## config.mk

```make
export PLATFORM = sky130hd
export DESIGN_NAME = accelerator_task_placement
export DESIGN_NICKNAME = d
export VERILOG_FILES = /design/src/rtl/atp_pkg.sv /design/src/rtl/accelerator_task_placement.sv /design/src/rtl/atp_front.sv /design/src/rtl/atp_divider.sv /design/src/rtl/atp_back.sv
export SDC_FILE = /design/constraint.sdc
export NUM_CORES = 2
export LEC_CHECK = 0
export ABC_AREA = 1
export BUFFER_PORTS_ARGS = -buffer_cell sky130_fd_sc_hd__buf_2
export CAP_MARGIN = 20
export CORE_MARGIN = 5
export CORE_UTILIZATION = 45
export DETAILED_ROUTE_END_ITERATION = 8
export PLACE_DENSITY = 0.64
export SKIP_CTS_REPAIR_TIMING = 1
export SYNTH_ARGS = -nofsm -noshare
export SYNTH_HDL_FRONTEND = slang
export SYNTH_SLANG_ARGS = --single-unit
```

## constraint.sdc

```tcl
create_clock -name clk -period 26.4 [get_ports clk]
set_clock_uncertainty 0.15 [all_clocks]
set_input_delay 5.28 -clock clk [delete_from_list [all_inputs] [get_ports clk]]
set_output_delay 5.28 -clock clk [all_outputs]
set_load 0.03 [all_outputs]
```

## src/rtl/atp_pkg.sv

```systemverilog
// Package for the accelerator task placement engine: word types, codes,
// table sizes and widths. Used by every module under rtl.
package atp_pkg;

    localparam int DEVICE_SLOTS  = 8;
    localparam int GRANT_ENTRIES = 16;
    localparam int SLOT_W        = 3;
    localparam int GRANT_W       = 4;
    localparam int QUEUE_DEPTH   = 2;

    localparam logic [1:0] FUNC_TICK    = 2'd0;
    localparam logic [1:0] FUNC_DEVICE  = 2'd1;
    localparam logic [1:0] FUNC_HOST    = 2'd2;
    localparam logic [1:0] FUNC_REQUEST = 2'd3;

    localparam logic [2:0] ST_GRANTED  = 3'd0;
    localparam logic [2:0] ST_HOST_MEM = 3'd1;
    localparam logic [2:0] ST_HOST_LD  = 3'd2;
    localparam logic [2:0] ST_NO_DEV   = 3'd3;
    localparam logic [2:0] ST_ACK      = 3'd4;

    localparam logic [1:0] REG_HOST_RSV = 2'd0;
    localparam logic [1:0] REG_DEV_RSV  = 2'd1;
    localparam logic [1:0] REG_LIFETIME = 2'd2;
    localparam logic [1:0] REG_CPU_CNT  = 2'd3;

    typedef struct packed {
        logic [1:0]  func;
        logic [2:0]  slot;
        logic [7:0]  dev_ident;
        logic [19:0] total_mem;
        logic [19:0] free_mem;
        logic [6:0]  load_pct;
        logic [19:0] req_host_mem;
        logic [19:0] req_device_mem;
        logic [14:0] req_cpu_load;
        logic [6:0]  req_device_load;
        logic        force_req;
        logic [7:0]  device_mask;
    } in_word_t;

    typedef struct packed {
        logic [2:0] status;
        logic [7:0] chosen_device;
        logic       grants_full;
    } out_word_t;

    typedef struct packed {
        logic [19:0] host_mem_reserve;
        logic [19:0] device_mem_reserve;
        logic [15:0] grant_lifetime;
        logic [7:0]  cpu_count;
    } cfg_t;

endpackage

```

## src/rtl/accelerator_task_placement.sv

```systemverilog
// Top level of the accelerator task placement engine.
// Depends on atp_pkg, atp_front, atp_back.
//
// Input words are pushed while full is low; results are taken by pop
// while empty is low, one result word per input word, in order.
// The front holds a two-word queue, so pushes go on while a result waits.
// A queued word reaches the idle back end in the cycle after its push.
// In the back end a status word only updates the tables, and a tick walks
// the 16-entry grant table. A request walks the grants for host sums, then
// for each masked present device walks the grants and checks it and, when
// it passes, runs a bit-serial divide for the memory ratio; it then scans
// for a free grant entry. The shortest request is a host refusal, the
// longest one with all eight devices scored.
// Reset empties the queue, clears device presence, host figures and all
// grants, and loads the registers with their reset values.
// If the receiver stalls, the finished result is held and the back end
// waits once it has a second one; the front queue then fills and full rises.
// Registers at paddr 0,4,8,12: host reserve, device reserve, lifetime,
// cpu count.
module accelerator_task_placement
(
    input  logic               clk,
    input  logic               rst_n,
    input  logic               push,
    output logic               full,
    input  atp_pkg::in_word_t  in_word,
    output logic               empty,
    input  logic               pop,
    output atp_pkg::out_word_t out_word,
    input  logic               psel,
    input  logic               penable,
    input  logic               pwrite,
    input  logic [3:0]         paddr,
    input  logic [31:0]        pwdata,
    output logic [31:0]        prdata,
    output logic               pready
);
    import atp_pkg::*;

    logic     q_valid, q_take;
    in_word_t q_word;
    cfg_t     cfg;

    assign pready = 1'b1;

    atp_front u_front
    (
        .clk(clk), .rst_n(rst_n), .push(push), .full(full), .in_word(in_word),
        .q_valid(q_valid), .q_take(q_take), .q_word(q_word),
        .psel(psel), .penable(penable), .pwrite(pwrite), .paddr(paddr),
        .pwdata(pwdata), .prdata(prdata), .cfg(cfg)
    );

    atp_back u_back
    (
        .clk(clk), .rst_n(rst_n), .q_valid(q_valid), .q_take(q_take),
        .q_word(q_word), .cfg(cfg), .empty(empty), .pop(pop),
        .out_word(out_word)
    );

endmodule

```

## src/rtl/atp_front.sv

```systemverilog
// Front end: input queue of depth QUEUE_DEPTH plus configuration registers.
// Depends on atp_pkg.
module atp_front
(
    input  logic              clk,
    input  logic              rst_n,
    input  logic              push,
    output logic              full,
    input  atp_pkg::in_word_t in_word,
    output logic              q_valid,
    input  logic              q_take,
    output atp_pkg::in_word_t q_word,
    input  logic              psel,
    input  logic              penable,
    input  logic              pwrite,
    input  logic [3:0]        paddr,
    input  logic [31:0]       pwdata,
    output logic [31:0]       prdata,
    output atp_pkg::cfg_t     cfg
);
    import atp_pkg::*;

    in_word_t   mem_reg [QUEUE_DEPTH];
    logic       wp_reg, rp_reg;
    logic [1:0] cnt_reg;
    cfg_t       cfg_reg;
    logic       do_push, do_pop, wr_en;

    assign full    = (cnt_reg == 2'(QUEUE_DEPTH));
    assign q_valid = (cnt_reg != 2'd0);
    assign q_word  = mem_reg[rp_reg];
    assign do_push = push && !full;
    assign do_pop  = q_take && q_valid;
    assign wr_en   = psel && penable && pwrite;
    assign cfg     = cfg_reg;

    // store words
    always_ff @(posedge clk)
    begin
        if (do_push)
        begin
            mem_reg[wp_reg] <= in_word;
        end
    end

    // advance pointers
    always_ff @(posedge clk or negedge rst_n)
    begin
        if (!rst_n)
        begin
            wp_reg  <= 1'b0;
            rp_reg  <= 1'b0;
            cnt_reg <= 2'd0;
        end
        else
        begin
            if (do_push) wp_reg <= !wp_reg;
            if (do_pop)  rp_reg <= !rp_reg;
            cnt_reg <= cnt_reg + 2'(do_push) - 2'(do_pop);
        end
    end

    // write registers
    always_ff @(posedge clk or negedge rst_n)
    begin
        if (!rst_n)
        begin
            cfg_reg.host_mem_reserve   <= 20'd0;
            cfg_reg.device_mem_reserve <= 20'd0;
            cfg_reg.grant_lifetime     <= 16'd10;
            cfg_reg.cpu_count          <= 8'd1;
        end
        else if (wr_en)
        begin
            case (paddr[3:2])
                REG_HOST_RSV: cfg_reg.host_mem_reserve   <= pwdata[19:0];
                REG_DEV_RSV:  cfg_reg.device_mem_reserve <= pwdata[19:0];
                REG_LIFETIME: cfg_reg.grant_lifetime     <= pwdata[15:0];
                REG_CPU_CNT:  cfg_reg.cpu_count          <= pwdata[7:0];
                default: ;
            endcase
        end
    end

    // read back
    always_comb
    begin
        case (paddr[3:2])
            REG_HOST_RSV: prdata = {12'd0, cfg_reg.host_mem_reserve};
            REG_DEV_RSV:  prdata = {12'd0, cfg_reg.device_mem_reserve};
            REG_LIFETIME: prdata = {16'd0, cfg_reg.grant_lifetime};
            REG_CPU_CNT:  prdata = {24'd0, cfg_reg.cpu_count};
            default:      prdata = 32'd0;
        endcase
    end

    assert property (@(posedge clk) disable iff (!rst_n) cnt_reg <= 2'(QUEUE_DEPTH))
        else $error("queue count overflow");
    assert property (@(posedge clk) disable iff (!rst_n)
        (full && !do_pop) |=> full)
        else $error("queue lost a word");
    assert property (@(posedge clk) disable iff (!rst_n)
        (!q_valid) |-> !do_pop)
        else $error("pop from empty queue");

endmodule

```

## src/rtl/atp_divider.sv

```systemverilog
// Restoring divider, one quotient bit per cycle: 37-bit dividend by 20 bits.
// Depends on atp_pkg only for house style.
module atp_divider
(
    input  logic        clk,
    input  logic        rst_n,
    input  logic        start,
    input  logic [36:0] dividend,
    input  logic [19:0] divisor,
    output logic        busy,
    output logic [16:0] quotient
);
    import atp_pkg::*;

    logic [36:0] num_reg;
    logic [20:0] rem_reg;
    logic [5:0]  cnt_reg;
    logic [20:0] trial;
    logic [21:0] diff;

    assign busy     = (cnt_reg != 6'd0);
    assign quotient = num_reg[16:0];
    assign trial    = {rem_reg[19:0], num_reg[36]};
    assign diff     = {1'b0, trial} - {2'b0, divisor};

    // shift one bit per cycle
    always_ff @(posedge clk or negedge rst_n)
    begin
        if (!rst_n)
        begin
            cnt_reg <= 6'd0;
            num_reg <= 37'd0;
            rem_reg <= 21'd0;
        end
        else if (start)
        begin
            cnt_reg <= 6'd37;
            num_reg <= dividend;
            rem_reg <= 21'd0;
        end
        else if (busy)
        begin
            cnt_reg <= cnt_reg - 6'd1;
            if (!diff[21])
            begin
                rem_reg <= diff[20:0];
                num_reg <= {num_reg[35:0], 1'b1};
            end
            else
            begin
                rem_reg <= trial;
                num_reg <= {num_reg[35:0], 1'b0};
            end
        end
    end

endmodule

```

## src/rtl/atp_back.sv

```systemverilog
// Back end: state tables, grant walk, device scoring and result queue slot.
// Depends on atp_pkg and atp_divider.
module atp_back
(
    input  logic               clk,
    input  logic               rst_n,
    input  logic               q_valid,
    output logic               q_take,
    input  atp_pkg::in_word_t  q_word,
    input  atp_pkg::cfg_t      cfg,
    output logic               empty,
    input  logic               pop,
    output atp_pkg::out_word_t out_word
);
    import atp_pkg::*;

    typedef enum logic [3:0] {
        S_IDLE, S_TICK, S_HSUM, S_HCHK, S_DINIT, S_DSUM, S_DCHK,
        S_DIV1, S_DIV2, S_PICK, S_FIND, S_DONE
    } state_t;

    state_t state_reg;
    in_word_t w_reg;
    logic [7:0]  dev_id   [DEVICE_SLOTS];
    logic [19:0] dev_tot  [DEVICE_SLOTS];
    logic [19:0] dev_free [DEVICE_SLOTS];
    logic [6:0]  dev_load [DEVICE_SLOTS];
    logic [DEVICE_SLOTS-1:0] dev_present_reg;
    logic [19:0] host_free_reg;
    logic [6:0]  host_load_reg;
    logic [GRANT_ENTRIES-1:0] gvalid_reg;
    logic [15:0] g_age  [GRANT_ENTRIES];
    logic [7:0]  g_dev  [GRANT_ENTRIES];
    logic [19:0] g_hm   [GRANT_ENTRIES];
    logic [19:0] g_dm   [GRANT_ENTRIES];
    logic [14:0] g_cpu  [GRANT_ENTRIES];
    logic [6:0]  g_dl   [GRANT_ENTRIES];

    logic [GRANT_W:0] gi_reg;
    logic [SLOT_W:0]  si_reg;
    logic [24:0] sum_hm_reg;
    logic [19:0] sum_cpu_reg;
    logic [25:0] free_adj_reg;   // signed
    logic [11:0] load_adj_reg;
    logic [19:0] fclip_reg;
    logic [16:0] ratio_reg;
    logic [17:0] best_score_reg;
    logic [SLOT_W-1:0] best_reg;
    logic        found_reg;
    out_word_t   acc_reg;
    out_word_t   res_reg;
    logic        full_reg;
    logic        div_start, div_busy;
    logic [36:0] div_num;
    logic [19:0] div_den;
    logic [16:0] div_q;

    logic [GRANT_W-1:0] gi;
    logic [SLOT_W-1:0]  si;
    logic signed [27:0] host_margin, dev_margin;
    logic signed [27:0] host_cap;
    logic signed [13:0] idle_s;
    logic [6:0]  idle_c;
    logic [17:0] idle_term, score;
    logic dev_ok;

    assign gi = gi_reg[GRANT_W-1:0];
    assign si = si_reg[SLOT_W-1:0];
    assign empty    = !full_reg;
    assign out_word = res_reg;
    assign q_take   = (state_reg == S_IDLE) && q_valid;

    atp_divider u_div
    (
        .clk(clk), .rst_n(rst_n), .start(div_start), .dividend(div_num),
        .divisor(div_den), .busy(div_busy), .quotient(div_q)
    );

    // checks and score terms
    always_comb
    begin
        host_margin = 28'(signed'({1'b0, host_free_reg}))
            - 28'(signed'({1'b0, cfg.host_mem_reserve}))
            - 28'(signed'({1'b0, sum_hm_reg}))
            - 28'(signed'({1'b0, w_reg.req_host_mem}));
        host_cap = (28'sd100 - 28'(signed'({1'b0, host_load_reg})))
            * 28'(signed'({1'b0, ((cfg.cpu_count == 8'd0) ? 8'd1 : cfg.cpu_count)}));
        dev_margin = 28'(signed'(free_adj_reg))
            - 28'(signed'({1'b0, cfg.device_mem_reserve}))
            - 28'(signed'({1'b0, w_reg.req_device_mem}));
        idle_s = 14'sd100 - 14'(signed'({1'b0, load_adj_reg}));
        dev_ok = (dev_margin > 0) && (w_reg.force_req ||
            ((idle_s >= 14'sd10) &&
             (idle_s - 14'(signed'({1'b0, w_reg.req_device_load})) > 0)));
        idle_c = (idle_s < 0) ? 7'd0 : 7'(idle_s);
        // exact idle*131072/100 as idle*1310 + idle*18/25, the last by reciprocal
        idle_term = 18'(32'(idle_c) * 32'd1310) + 18'((32'(idle_c) * 32'd47196) >> 16);
        div_num = {fclip_reg, 17'd0} >> 1;
        div_den = dev_tot[si];
        score = 18'(ratio_reg) + idle_term;
    end

    assign div_start = (state_reg == S_DIV1);

    always_ff @(posedge clk)
    begin
        if (state_reg == S_IDLE && q_valid && q_word.func == FUNC_DEVICE)
        begin
            dev_id[q_word.slot]   <= q_word.dev_ident;
            dev_tot[q_word.slot]  <= q_word.total_mem;
            dev_free[q_word.slot] <= q_word.free_mem;
            dev_load[q_word.slot] <= q_word.load_pct;
        end
        if (state_reg == S_TICK && gvalid_reg[gi] && g_age[gi] < cfg.grant_lifetime)
            g_age[gi] <= g_age[gi] + 16'd1;
        if (state_reg == S_FIND && !gi_reg[GRANT_W] && !gvalid_reg[gi])
        begin
            g_age[gi] <= 16'd0;
            g_dev[gi] <= dev_id[best_reg];
            g_hm[gi]  <= w_reg.req_host_mem;
            g_dm[gi]  <= w_reg.req_device_mem;
            g_cpu[gi] <= w_reg.req_cpu_load;
            g_dl[gi]  <= w_reg.req_device_load;
        end
    end

    // sequencer
    always_ff @(posedge clk or negedge rst_n)
    begin
        if (!rst_n)
        begin
            state_reg <= S_IDLE;
            dev_present_reg <= '0;
            host_free_reg <= 20'd0;
            host_load_reg <= 7'd0;
            gvalid_reg <= '0;
            full_reg <= 1'b0;
            acc_reg <= '0;
            res_reg <= '0;
            w_reg <= '0;
            gi_reg <= '0; si_reg <= '0;
            sum_hm_reg <= '0; sum_cpu_reg <= '0;
            free_adj_reg <= '0; load_adj_reg <= '0;
            fclip_reg <= '0; ratio_reg <= '0;
            best_score_reg <= '0; best_reg <= '0; found_reg <= 1'b0;
        end
        else
        begin
            if (pop && full_reg && state_reg != S_DONE) full_reg <= 1'b0;
            case (state_reg)
                S_IDLE:
                begin
                    if (q_valid)
                    begin
                        w_reg <= q_word;
                        gi_reg <= '0; si_reg <= '0;
                        sum_hm_reg <= '0; sum_cpu_reg <= '0;
                        found_reg <= 1'b0; best_score_reg <= '0;
                        acc_reg <= '{status: ST_ACK, chosen_device: 8'd0,
                                     grants_full: 1'b0};
                        case (q_word.func)
                            FUNC_TICK:   state_reg <= S_TICK;
                            FUNC_DEVICE:
                            begin
                                dev_present_reg[q_word.slot] <= 1'b1;
                                state_reg <= S_DONE;
                            end
                            FUNC_HOST:
                            begin
                                host_free_reg <= q_word.free_mem;
                                host_load_reg <= q_word.load_pct;
                                state_reg <= S_DONE;
                            end
                            default:     state_reg <= S_HSUM;
                        endcase
                    end
                end
                S_TICK:
                begin
                    if (gvalid_reg[gi] && g_age[gi] >= cfg.grant_lifetime)
                        gvalid_reg[gi] <= 1'b0;
                    gi_reg <= gi_reg + 1'b1;
                    if (gi_reg == (GRANT_W+1)'(GRANT_ENTRIES - 1)) state_reg <= S_DONE;
                end
                S_HSUM:
                begin
                    if (gvalid_reg[gi])
                    begin
                        sum_hm_reg  <= sum_hm_reg + 25'(g_hm[gi]);
                        sum_cpu_reg <= sum_cpu_reg + 20'(g_cpu[gi]);
                    end
                    gi_reg <= gi_reg + 1'b1;
                    if (gi_reg == (GRANT_W+1)'(GRANT_ENTRIES - 1)) state_reg <= S_HCHK;
                end
                S_HCHK:
                begin
                    if (host_margin <= 0)
                    begin
                        acc_reg.status <= ST_HOST_MEM;
                        state_reg <= S_DONE;
                    end
                    else if (!w_reg.force_req &&
                             host_cap <= 28'(signed'({1'b0, sum_cpu_reg}))
                                       + 28'(signed'({1'b0, w_reg.req_cpu_load})))
                    begin
                        acc_reg.status <= ST_HOST_LD;
                        state_reg <= S_DONE;
                    end
                    else
                        state_reg <= S_DINIT;
                end
                S_DINIT:
                begin
                    if (si_reg[SLOT_W])
                        state_reg <= S_FIND;
                    else if (w_reg.device_mask[si] && dev_present_reg[si])
                    begin
                        free_adj_reg <= 26'(dev_free[si]);
                        load_adj_reg <= 12'(dev_load[si]);
                        state_reg <= S_DSUM;
                    end
                    else
                        si_reg <= si_reg + 1'b1;
                    gi_reg <= '0;
                end
                S_DSUM:
                begin
                    if (gvalid_reg[gi] && g_dev[gi] == dev_id[si])
                    begin
                        free_adj_reg <= free_adj_reg - 26'(g_dm[gi]);
                        load_adj_reg <= load_adj_reg + 12'(g_dl[gi]);
                    end
                    gi_reg <= gi_reg + 1'b1;
                    if (gi_reg == (GRANT_W+1)'(GRANT_ENTRIES - 1)) state_reg <= S_DCHK;
                end
                S_DCHK:
                begin
                    if (dev_ok)
                    begin
                        fclip_reg <= free_adj_reg[25] ? 20'd0 :
                            (free_adj_reg > 26'(dev_tot[si]) ? dev_tot[si]
                                                             : free_adj_reg[19:0]);
                        state_reg <= S_DIV1;
                    end
                    else
                    begin
                        si_reg <= si_reg + 1'b1;
                        state_reg <= S_DINIT;
                    end
                end
                S_DIV1: state_reg <= S_DIV2;
                S_DIV2:
                begin
                    if (!div_busy)
                    begin
                        ratio_reg <= (dev_tot[si] == 20'd0) ? 17'd0 : div_q;
                        state_reg <= S_PICK;
                    end
                end
                S_PICK:
                begin
                    if (!found_reg || score > best_score_reg)
                    begin
                        found_reg <= 1'b1;
                        best_reg <= si;
                        best_score_reg <= score;
                    end
                    si_reg <= si_reg + 1'b1;
                    state_reg <= S_DINIT;
                end
                S_FIND:
                begin
                    if (!found_reg)
                    begin
                        acc_reg.status <= ST_NO_DEV;
                        state_reg <= S_DONE;
                    end
                    else
                    begin
                        acc_reg.status <= ST_GRANTED;
                        acc_reg.chosen_device <= dev_id[best_reg];
                        if (gi_reg[GRANT_W])
                        begin
                            acc_reg.grants_full <= 1'b1;
                            state_reg <= S_DONE;
                        end
                        else if (!gvalid_reg[gi])
                        begin
                            gvalid_reg[gi] <= 1'b1;
                            state_reg <= S_DONE;
                        end
                        else
                            gi_reg <= gi_reg + 1'b1;
                    end
                end
                S_DONE:
                begin
                    // hand the finished word over once the result slot is free
                    if (!full_reg || pop)
                    begin
                        res_reg <= acc_reg;
                        full_reg <= 1'b1;
                        state_reg <= S_IDLE;
                    end
                end
                default: state_reg <= S_IDLE;
            endcase
        end
    end

    assert property (@(posedge clk) disable iff (!rst_n)
        (state_reg == S_DONE && !full_reg) |=> !empty)
        else $error("result not presented");
    assert property (@(posedge clk) disable iff (!rst_n)
        q_take |-> (state_reg == S_IDLE))
        else $error("take while busy");
    assert property (@(posedge clk) disable iff (!rst_n)
        (state_reg == S_DIV1) |=> div_busy)
        else $error("divider did not start");

endmodule

```

== After elaboration in Yosys (flattened, before gate mapping) ==
Memories as Yosys holds them, arrays and structs flattened.
Cells that the tools add are included.

* $add $sub $neg: 22
* $mul: 3
* Order comparisons: 15
* Equal/unequal tests: 42
* Multiplexer cells: 95
* Bitwise logic cells: 6
* Reduce and logical (&&, ||, !) cells: 72

{| class="wikitable"
|+ Operator list
! kind !! count
|-
| $mux 20 || 7
|-
| $pmux 32 s4 || 1
|-
| $mux 16 || 5
|-
| $mux 26 || 3
|-
| $mux 37 || 2
|-
| $mux 4 || 17
|-
| $pmux 26 s2 || 1
|-
| $mux 25 || 2
|-
| $pmux 25 s2 || 1
|-
| $mux 12 || 4
|-
| $pmux 4 s12 || 1
|-
| $pmux 20 s2 || 1
|-
| $mux 18 || 2
|-
| $pmux 18 s2 || 1
|-
| $gt 32x1->1 const B || 1
|-
| $pmux 16 s2 || 1
|-
| $gt 28x1->1 const B || 1
|-
| $le 28x1->1 const B || 1
|-
| $le 28x28->1 || 1
|-
| $mul 28x9->28 || 1
|-
| $sub 27x21->28 || 1
|-
| $sub 28x21->28 || 1
|-
| $sub 28x26->28 || 1
|-
| $sub 26x21->27 || 1
|-
| 87 further kinds || 197
|}

* Flip-flop bits (word level): 433
* Bits in writable memories: 2078
* Input bits: 174
* Memories kept: 11

{| class="wikitable"
|+ Memory list
! memory !! words !! width !! rd ports !! clocked after Yosys merged registers in !! write ports !! line !! text
|-
| u_back.g_dm || 16 || 20 || 1 || 0 || 1 || atp_back.sv:35 || <nowiki>logic [19:0] g_dm [GRANT_ENTRIES];</nowiki>
|-
| u_back.g_hm || 16 || 20 || 1 || 0 || 1 || atp_back.sv:34 || <nowiki>logic [19:0] g_hm [GRANT_ENTRIES];</nowiki>
|-
| u_front.mem_reg || 2 || 131 || 1 || 0 || 1 || atp_front.sv:23 || <nowiki>in_word_t mem_reg [QUEUE_DEPTH];</nowiki>
|-
| u_back.g_age || 16 || 16 || 1 || 0 || 1 || atp_back.sv:32 || <nowiki>logic [15:0] g_age [GRANT_ENTRIES];</nowiki>
|-
| u_back.g_cpu || 16 || 15 || 1 || 0 || 1 || atp_back.sv:36 || <nowiki>logic [14:0] g_cpu [GRANT_ENTRIES];</nowiki>
|-
| u_back.dev_free || 8 || 20 || 1 || 0 || 1 || atp_back.sv:26 || <nowiki>logic [19:0] dev_free [DEVICE_SLOTS];</nowiki>
|-
| 5 more memories || - || - || - || - || - || - ||
|}

== Longest topological paths before layout ==
* Depth after elaboration: 10
* Gate-level depth with buffers: 63
* Depth with buffers taken out: 62

== Hierarchy ==
A second synthesis with hierarchy kept.

* Cells, all modules: 11417
* Area, all modules: 119085.5 um^2

{| class="wikitable"
|+ By module, submodules not included
! module !! instances !! cells an instance !! area an instance (um^2) !! sequential area each (um^2)
|-
| atp_back || 1 || 9653 || 101672.5 || 62089.5
|-
| atp_front || 1 || 1109 || 12797.3 || 9572.9
|-
| atp_divider || 1 || 653 || 4604.4 || 1576.5
|-
| accelerator_task_placement || 1 || 2 || 11.3 || 0.0
|}

== Worst setup path before layout ==
Ideal clock, no wire load.

* Kind: input to output
* Start: in paddr[3]
* End: out prdata[2]
* Arrival time: 6.559 ns
* Slack: 14.411 ns
* Cell stages on the path: 4
* Buffers on the path: 1
* Path through: nor2_1 clkinv_1 clkbuf_1 o21ai_0

* Cells in the longest elaborated chain, start to end: 2

{| class="wikitable"
|+ Ends and longest elaborated chain
! item !! line !! text
|-
| from (decl) || accelerator_task_placement.sv:33 || <nowiki>input logic [3:0] paddr,</nowiki>
|-
| $eq 2x2->1 (tied with other cells) || atp_front.sv:88 || <nowiki>case (paddr[3:2])</nowiki>
|-
| $pmux 32 s4 * || atp_front.sv:88 ||
|-
| to (decl) || accelerator_task_placement.sv:35 || <nowiki>output logic [31:0] prdata,</nowiki>
|}

Mark *: on every way between the ends. The rest lies on a longest branch, timed or not. The select of a mux whose other input is x is not followed.

== Worst setup path after layout ==
* Start: in paddr[3]
* End: out prdata[7]

Same word-level chain as after synthesis.

==> summary.txt <==
Critical path
  • WP buf/inv: 3
  • CP most frequent cell: buf_2
  • Startpoint Class: primary input
  • Crit-path leading delay family: buffers and inverters
  • Max incr delay on CP: a little over 0.5 ns
  • Worst r2r dst: u_back.best_score_reg[1]
  • Worst r2r src: u_back.load_adj_reg[1]
  • End of the critical path: prdata[7]
  • Crit-path cells: buf_2 > nor2_1 > clkinv_1 > o21ai_0 > buf_2
  • Crit path kind: primary input to primary output
  • Worst Path Required: ~21 ns
  • CP Data Arrival Time: between 6 and 7 ns
  • Slowest stage cell, crit path: o21ai_0
  • R2R depth: 60
  • Stages on worst setup path: 5
  • Worst Setup SP: paddr[3]
  • Critical Path Sink Type: primary output
  • Crit-path max FO: 19
  • Reg-to-reg slack, setup: 15.48 ns

Detailed routing
  • Residual DRC: 0
  • Routed vias/inst: roughly 5.7
  • Post-DR wirelength/cell: around 23 microns
  • Post-route ant nets: 0
  • First-pass iteration count of the detailed router: 8
  • Overall routed net length: roughly 340000 microns
  • Vias: between 80000 and 90000
  • DR iter-0 viols: 9285

Yosys
  • Synth area leader: edfxtp_1
  • Yosys cell types: 66
  • Number of synthesized flops with an enable pin: about 2100
  • Mapped Avg Cell Area: roughly 11 sq um
  • Register bit total from synthesis: 2511
  • Gate Count Post-Synth: about 11000
  • Syn Std Cell Area: 117600 sq um
  • Main synth FF type: edfxtp_1
  • Synth warn: 0
  • Synth top area cells: edfxtp_1 53%, dfrtp_1 9.1%, o21ai_0 5.8%, nand2_1 5.8%, ha_1 4.5%
  • Register area share after synthesis: about 62%
  • Async SR Flop Fraction: between 15 and 20%
  • Synth top area share: between 50% and 60%

Die
  • Row count: 187
  • Die width: approximately 520 microns
  • Initial Util: a little under half
  • Chip height: 521.2 microns
  • Die area: 271700 sq um
  • Core area: 259900 sq um
  • I/O pin cnt: 221

CTS
  • Clock Pin Slew Worst Setup and Hold Paths: ~0.060 ns
  • CTS tree: built
  • Clk sink count: 2511
  • CTS max path bufs: 4
  • Latest clock arrival within the worst-skew pair: 0.86 ns
  • TritonCTS buffer count: roughly 270
  • Clock root buffer: clkbuf_16
  • H-tree levels: 5

Timing
  • Relative slew margins: 24.67%
  • Max frequency: roughly 0.081 GHz
  • Max-slew violation count: 0
  • Worst-margin pin slew: about 1.1 ns
  • Final TNS setup: 0 ns
  • Tcrit/Tclk final: 46.57%
  • Minimum clock period: approximately 12 ns
  • Final Hold Fails: 0
  • Setup-failing EPs final: 0
  • Unrepaired setup endpoints after global routing: no

Finish
  • Filler cell count in the final layout: between 20000 and 25000
  • Multi-input logic area: 38670 sq um
  • Final nets: 11750
  • Layout cell share with drive strength beyond 1: 7.973%
  • Synth-to-Final Area Change: 11.24%
  • Reg area: 73260 sq um

GRT
  • Antenna violations before repair: 22
  • Largest net degree at the start of global routing: about 220
  • Vias in the first global route: ~80000
  • Grt total ovfl: 0
  • Gr usage total: around a quarter
  • First-pass GRT wire length: approximately 510000 microns

Outcome
  • Status: finished clean

Placement
  • IO buf count: roughly 190
  • GPL Wtd Cong: approximately 0.93
  • Detailed Place HPWL: approximately 220000 microns

Min path
  • Hold Crit Class: flop to flop

Job
  • Max_cap viols: 0
through the flow:
step	hold slack (ns)	area (sq um)	setup WS, ns	instances	utilization, %
final	0.3129	130800	14.11	14760	50.33
after global routing	0.3282	130800	14.04	14760	50.33
after CTS	0.3113	130600	14.16	14740	50.25
after detailed placement	0.2972	122200	14.17	14260	47.01
after global placement	0.2857	122200	14.19	14260	47.01
after floorplan	0.2739	117700	14.41	10930	-
kinds of logic (layout without fill, tap and decap cells):
logic type,Yosys count,after routing,synth area share (%)
AND/OR/NAND/NOR,3609,3609,12.36
adder cells (fa/ha/maj),527,527,6.296
XOR/XNOR,184,184,1.370
multiplexers,76,76,0.7277
flip-flops,2511,2511,62.27
AO/OA/AOI/OAI,2507,2507,11.84
buffers and inverters,1503,1824,5.135
other,2,25,0.006385
cells in the mapped netlist, types with 83 or more instances:
master,n
nor3_1,83
a21oi_1,340
nand4_1,125
nor2_1,1266
o211ai_1,87
nand2_1,1817
inv_1,973
nand3_1,244
fa_1,108
xor2_1,112
o22ai_1,444
o21ai_0,1366
buf_2,102
ha_1,419
edfxtp_1,2078
clkbuf_1,332
dfrtp_1,430
metal layers:
layer	part of all wire, %	GRT usage [%]
met1	41	33.50
met2	46	39.44
met3	8.4	4.163
met4	3.7	9.116
met5	0.0079	0
layout by cell type (no fill, tap or decap), types with 77 or more instances in the layout:
cell type / instances
edfxtp_1: 2078
nand2_1: 1816
o21ai_0: 1366
nor2_1: 1248
inv_1: 970
o22ai_1: 444
dfrtp_1: 425
ha_1: 419
a21oi_1: 340
clkbuf_16: 282
nand3_1: 244
buf_2: 192
buf_4: 143
nand4_1: 125
xor2_1: 112
fa_1: 108
o211ai_1: 87
clkbuf_1: 77
worst min-delay path, delay by kind of cell, from the launching register on:
family	cells	cell delay (ns)
flops	1	0.32
buf+inv	1	0.05
compound gates	1	0.06
worst min path at each step:
stage | endpoint | slack [ns] | cells after the start | from
after detailed placement | u_back.dev_present_reg[2] | 0.30 | 2 | u_back.dev_present_reg[2]
after CTS | u_back.dev_present_reg[2] | 0.31 | 2 | u_back.dev_present_reg[2]
after global routing | u_back.dev_present_reg[6] | 0.33 | 2 | u_back.dev_present_reg[6]
after global placement | u_back.dev_present_reg[0] | 0.29 | 2 | u_back.dev_present_reg[0]
final | u_back.dev_present_reg[2] | 0.31 | 2 | u_back.dev_present_reg[2]
after floorplan | u_back.dev_present_reg[0] | 0.27 | 2 | u_back.dev_present_reg[0]
area by class of cell:
type | count | area share, %
antenna | 12 | 0.02295
clock buffer | 371 | 5.741
multi-input combinational | 6916 | 29.55
timing repair buffer | 350 | 1.774
sequential | 2511 | 56.00
inverter | 994 | 2.870
clock inverter | 109 | 0.6982
tap | 3496 | 3.343
Power is left out: the tool's default activity adds up to more than one toggle a clock period on the data nets, which glitch-free logic cannot reach.
